`config.mk`:
```
export PLATFORM = sky130hd
export DESIGN_NAME = pal_cell
export DESIGN_NICKNAME = d
export VERILOG_FILES = /design/src/rtl/core/pal_pkg.sv /design/src/rtl/core/pal_cell.sv
export SDC_FILE = /design/constraint.sdc
export NUM_CORES = 1
export LEC_CHECK = 0
export BUFFER_PORTS_ARGS = -buffer_cell sky130_fd_sc_hd__clkbuf_2
export CELL_PAD_IN_SITES_DETAIL_PLACEMENT = 0
export CELL_PAD_IN_SITES_GLOBAL_PLACEMENT = 1
export CORE_UTILIZATION = 32
export DETAILED_ROUTE_END_ITERATION = 8
export PLACE_DENSITY = 0.88
export SLEW_MARGIN = 20
export SYNTH_ARGS = -nofsm -noshare
export SYNTH_HDL_FRONTEND = slang
export SYNTH_SLANG_ARGS = --single-unit
```
`constraint.sdc`:
```
create_clock -name clk_i -period 6 [get_ports clk_i]
set_input_delay 0 -clock clk_i [delete_from_list [all_inputs] [get_ports clk_i]]
set_output_delay 0 -clock clk_i [all_outputs]
set_load 0.03 [all_outputs]
```
`src/rtl/core/pal_pkg.sv`:
```
package pal_pkg;

  localparam int unsigned DEPTH_DEF = 128;
  localparam int unsigned DATA_W    = 32;
  localparam int unsigned OP_W      = 3;
  localparam int unsigned POS_W     = 8;
  localparam int unsigned CAP_W     = 8;
  localparam int unsigned STAT_W    = 2;
  localparam int unsigned FIDX_W    = 7;
  localparam int unsigned LEN_W     = 8;

  localparam logic [CAP_W-1:0] CAP_RESET = 8'd128;

  localparam logic [OP_W-1:0] OP_INSERT = 3'd0;
  localparam logic [OP_W-1:0] OP_DELETE = 3'd1;
  localparam logic [OP_W-1:0] OP_SEARCH = 3'd2;
  localparam logic [OP_W-1:0] OP_GET    = 3'd3;
  localparam logic [OP_W-1:0] OP_CLEAR  = 3'd4;

  localparam logic [STAT_W-1:0] STAT_OK       = 2'd0;
  localparam logic [STAT_W-1:0] STAT_FULL     = 2'd1;
  localparam logic [STAT_W-1:0] STAT_RANGE    = 2'd2;
  localparam logic [STAT_W-1:0] STAT_NOTFOUND = 2'd3;

  typedef struct packed {
    logic ins_en;
    logic del_en;
    logic srch_mode;
  } cell_cmd_t;

endpackage

```
`src/rtl/core/pal_cell.sv`:
```
module pal_cell #(
  parameter int unsigned DEPTH = pal_pkg::DEPTH_DEF,
  parameter int unsigned INDEX = 0,
  localparam int unsigned IDX_W = $clog2(DEPTH),
  localparam int unsigned CNT_W = $clog2(DEPTH + 1)
) (
  input  logic                        clk_i,
  input  pal_pkg::cell_cmd_t          cmd_i,
  input  logic [IDX_W-1:0]            pos_i,
  input  logic [CNT_W-1:0]            count_i,
  input  logic [pal_pkg::DATA_W-1:0]  key_i,
  input  logic [pal_pkg::DATA_W-1:0]  left_val_i,
  input  logic [pal_pkg::DATA_W-1:0]  right_val_i,
  output logic [pal_pkg::DATA_W-1:0]  val_o,
  input  logic                        prb_found_i,
  input  logic [IDX_W-1:0]            prb_idx_i,
  input  logic [pal_pkg::DATA_W-1:0]  prb_val_i,
  output logic                        prb_found_o,
  output logic [IDX_W-1:0]            prb_idx_o,
  output logic [pal_pkg::DATA_W-1:0]  prb_val_o
);

  localparam logic [IDX_W-1:0] MY_IDX = IDX_W'(INDEX);
  localparam logic [CNT_W-1:0] MY_CNT = CNT_W'(INDEX);

  logic [pal_pkg::DATA_W-1:0] val_d, val_q;
  logic                       prb_found_d, prb_found_q;
  logic [IDX_W-1:0]           prb_idx_d, prb_idx_q;
  logic [pal_pkg::DATA_W-1:0] prb_val_d, prb_val_q;
  logic                       in_list;
  logic                       local_hit;

  assign in_list   = MY_CNT < count_i;
  assign local_hit = cmd_i.srch_mode ? (in_list && (val_q == key_i)) : (MY_IDX == pos_i);

  // shift up on insert, down on delete
  always_comb begin
    val_d = val_q;
    if (cmd_i.ins_en) begin
      if (MY_IDX == pos_i) begin
        val_d = key_i;
      end else if (MY_IDX > pos_i) begin
        val_d = left_val_i;
      end
    end else if (cmd_i.del_en && (MY_IDX >= pos_i)) begin
      val_d = right_val_i;
    end
  end

  // probe keeps the lowest hit seen so far
  always_comb begin
    if (prb_found_i) begin
      prb_found_d = 1'b1;
      prb_idx_d   = prb_idx_i;
      prb_val_d   = prb_val_i;
    end else begin
      prb_found_d = local_hit;
      prb_idx_d   = MY_IDX;
      prb_val_d   = val_q;
    end
  end

  always_ff @(posedge clk_i) begin
    val_q       <= val_d;
    prb_found_q <= prb_found_d;
    prb_idx_q   <= prb_idx_d;
    prb_val_q   <= prb_val_d;
  end

  assign val_o       = val_q;
  assign prb_found_o = prb_found_q;
  assign prb_idx_o   = prb_idx_q;
  assign prb_val_o   = prb_val_q;

endmodule

```
# Word level (Yosys, flattened, before mapping)
# Cells that the tools add are included.
[op_classes]
magnitude_cmp = 3
eq_ne = 2
n_mux = 6
reduce_logical = 5
[ops]
columns = ["op", "count"]
rows = [
  ["32-bit 2-to-1 mux", 5],
  ["32-bit == test", 1],
  ["1-bit by 8-bit less-than comparator with 1-bit output, first input constant", 1],
  ["1-bit by 7-bit >= comparator with 1-bit output, first input constant", 1],
  ["1-bit by 7-bit > comparator with 1-bit output, first input constant", 1],
  ["7-bit zero test", 1],
  ["3-bit by 1-bit != test with 1-bit output, second input constant", 1],
  ["1-bit logical AND", 2],
  ["2-bit AND reduction", 1],
  ["2-bit nonzero test", 1],
  ["1-bit 2-to-1 mux", 1],
]
[totals]
ff_bits = 72
wordCells = 20

# Depth between registers and ports, before layout
[logic_depth]
ltp_word = 4
ltp_mapped = 6
mapped_depth_nobuf = 5

# Worst setup path after synthesis
# OpenSTA, ideal clock, no wires.
[synth_timing]
path_type = "input port to flip-flop"
start = "input port pos_i[5]"
end = "register val_q, in the netlist val_o[0], enable pin"
setup_time_ns = 0.421
t_arrival_ns = 2.015
slack_ns = 3.564
path_stages = 4
path_buffers = 1
path_cell_list = "nor4_2 > nand2_2 > buf_6 > nor2_1"
[synth_between]
elab_chain_cells = 4
[synth_lines]
columns = ["element", "line_no", "text"]
rows = [
  ["start: declaration", "pal_cell.sv:9", "input logic [IDX_W-1:0] pos_i,"],
  ["1-bit by 7-bit >= comparator with 1-bit output", "pal_cell.sv:45", "end else if (cmd_i.del_en && (MY_IDX >= pos_i)) begin"],
  ["1-bit logical AND", "pal_cell.sv:45", ""],
  ["2-bit nonzero test (no source line)", "n/a", ""],
  ["2-bit AND reduction (no source line) *", "n/a", ""],
  ["end signal: assignment", "pal_cell.sv:64", "val_q <= val_d;"],
  ["end: declaration", "pal_cell.sv:26", "logic [pal_pkg::DATA_W-1:0] val_d, val_q;"],
]
# Mark *: on every way between the ends. The rest lies on a longest branch, timed or not.
# A chain may end at the register's enable or synchronous reset.

# Worst setup path in the final report
[layout_timing]
start = "input port pos_i[5]"
end = "register val_q, in the netlist val_o[8], enable pin"
# The elaborated chain is that of the path after synthesis.

==> run metrics <==
status=finished, final reports clean; DRC viols=0; Total Wirelength=10.6 mm; die height=103 µm; pin count of the biggest net entering global routing=66; area grow syn2layout=65.3%; skew final=0.0111 ns; Reg clk slew, reported paths=0.07 ns; CP delay by family, top=simple AND/OR/NAND/NOR gates; top cell type's share of synthesized area=29.5%; Initial DRT Pass Iterations=4; most frequent cells in the layout=clkbuf_2 (226), dlygate4sd3_1 (71), dfxtp_1 (40), nor2_1 (35), a21oi_1 (33); critical path peak fanout=34; Final ANT Viol Nets=0; Sw Ratio=26.6%; yosys warns=0; CTS H-tree depth=3; Synth Instances=275; vias in the first global route=3,314; Synthesized Nets=430; crit path buf inv count=2; post-route cell area=5380 µm²; setup TNS=0 ns; sequential share of power=49.0%; Crit-path slowest cell=nor2_4; Fill cells=897; crit-path max cell delay=0.81 ns; Port Buffers=226; total grt overflow=0; mapped cell area=3250 µm²; vias per cell=4.55; register area=1760 µm²; Inserted Diodes=0; WS Path Type=input pin to flip-flop; Clk pwr share=31.9%; Fmax=611 MHz; max_cap viols=0; GPL Wtd Cong=0.741; CP Launch Type=input pin; count of cell types in the netlist=19; P_int=0.800 mW; switching power=0.290 mW; # rows=36; Final Hold Violating Endpoints=0; # setup viols final=0; share of post-route cells with drive strength above 1=48.3%; period utilization=27.3%; dpl hpwl=7.27 mm; clock sink count=72; Detailed Route Iter0 Violations=52; die area=10,600 µm²; Die Wd=103 µm; cell taking the most area after synthesis=edfxtp_1; CP endpoint kind=flip-flop; hold buffers post-CTS=71; multi-input logic area=1420 µm²; CTS tree=built; clk root buf=clkbuf_8; Max-slew headroom=29.3%; worst path arrival time=1.60 ns; Pleak=2.67 nW; Synth area leaders=edfxtp_1 (30%), dfxtp_1 (25%), mux2_2 (11%); aggregate global-route resource usage=19.2%; Avg WL per Cell=15.0 µm; final slew viol count=0; CP cell instances=clkbuf_2 > nor4_2 > nand2_2 > buf_4 > nor2_4; Top-Level Pins=227; min-delay worst type=input pin to flip-flop; CTS Buf Count=9; Post CTS Setup Buffer Count=0; worst slew pin tran=1.06 ns; clk_lat worst skew=0.34 ns; DR vias=3,223; Post-CTS Resized=0; VDD IR max=0.0888 mV; Placed Area=4490 µm²; fin crit period=1.64 ns; core area=9820 µm²; combinational power share=19.1%; Initial Util=33.1%; average size of a mapped cell=11.8 µm²; #FFs+latches synth=72; first-pass GRT wire length=15.3 mm; Worst EP required=5.96 ns; RSZ-0062 raised after global routing=no; Clock Path Buffers=2; initial antenna violation count=0; pwr dens=203 nW/µm²; Nets=726; post-synthesis sequential area ratio=54.2%; commonest non-fill, non-tap cell in the layout=clkbuf_2
state kept, by name, summed over array words and instances, names as in the netlist:
signal,cells
prb_idx_o,7
val_o,32
prb_val_o,32
prb_found_o,1
cell type report:
| class | count | share of cell area (%) |
|---|---|---|
| clock inverters | 5 | 0.582 |
| well taps | 133 | 3.09 |
| flip-flops and latches | 72 | 32.8 |
| clock buffers | 11 | 2.63 |
| multi-input cells | 189 | 26.4 |
| repair buffers | 299 | 34.5 |
synthesized netlist by cell type, drive strengths merged:
cell    number
clkbuf       8
mux2        32
nand4        6
o21ai        1
nand3        1
nor3         2
xor2        11
nor2        36
buf          6
dfxtp       40
nand2        1
mux2i       32
a21oi       33
and2         7
xnor2       21
nor4         6
edfxtp      32
worst reg2reg max path, cell delays in order (launching register included):
cell	delay (ns)
edfxtp_1	0.44
xnor2_1	0.18
nand4_1	0.19
nor4_1	0.33
nand4_1	0.12
o21ai_0	0.15
power by group through the flow:
stage               logic, mW  clock network, mW  registers [mW]
finish                  0.208              0.347           0.534
global route            0.225              0.381           0.536
CTS                     0.207              0.361           0.534
detailed placement      0.169                  0           0.545
global placement        0.166                  0           0.545
floorplan              0.0557                  0           0.578
final timing paths:
path	start	endpoint	slack [ns]	cells after the start
setup reg to reg	val_o[4]	prb_found_o	4.52	5
setup / recovery	pos_i[5]	val_o[8]	4.36	5
hold reg to reg	val_o[25]	prb_val_o[25]	0.56	1
hold / removal	right_val_i[19]	val_o[19]	0.03	3
cells by family after synthesis:
logic type | share of synthesized area (%)
and+or+nand+nor | 8.65
buffers and inverters | 2.42
xor gates and xnor gates | 8.62
AOI/OAI and AO/OA | 5.23
DFF | 54.2
muxes | 20.9
layer usage:
layer,GRT usage [%],vias up,routed length [µm],share of wire [%]
met5,0,-,0,0
met4,5.63,0,109,1.0
met3,4.34,12,651,6.1
met2,36.6,149,5660,53
met1,21.3,1489,4200,40
li1,-,1573,-,-
per-stage QoR:
stage | power, mW | utilization [%] | std cells | worst slack (ns) | hold WS [ns]
after detailed placement | 0.715 | 45.8 | 622 | 3.97 | 0.211
after floorplan | 0.633 | - | 275 | 3.56 | 0.127
final | 1.09 | 54.8 | 709 | 4.36 | 0.0284
after global placement | 0.711 | 45.8 | 622 | 4.02 | 0.208
after CTS | 1.10 | 54.8 | 709 | 4.34 | 0.00960
after global routing | 1.14 | 54.8 | 709 | 4.25 | 0.0122
No activity file was read; power rests on OpenSTA's default activity.
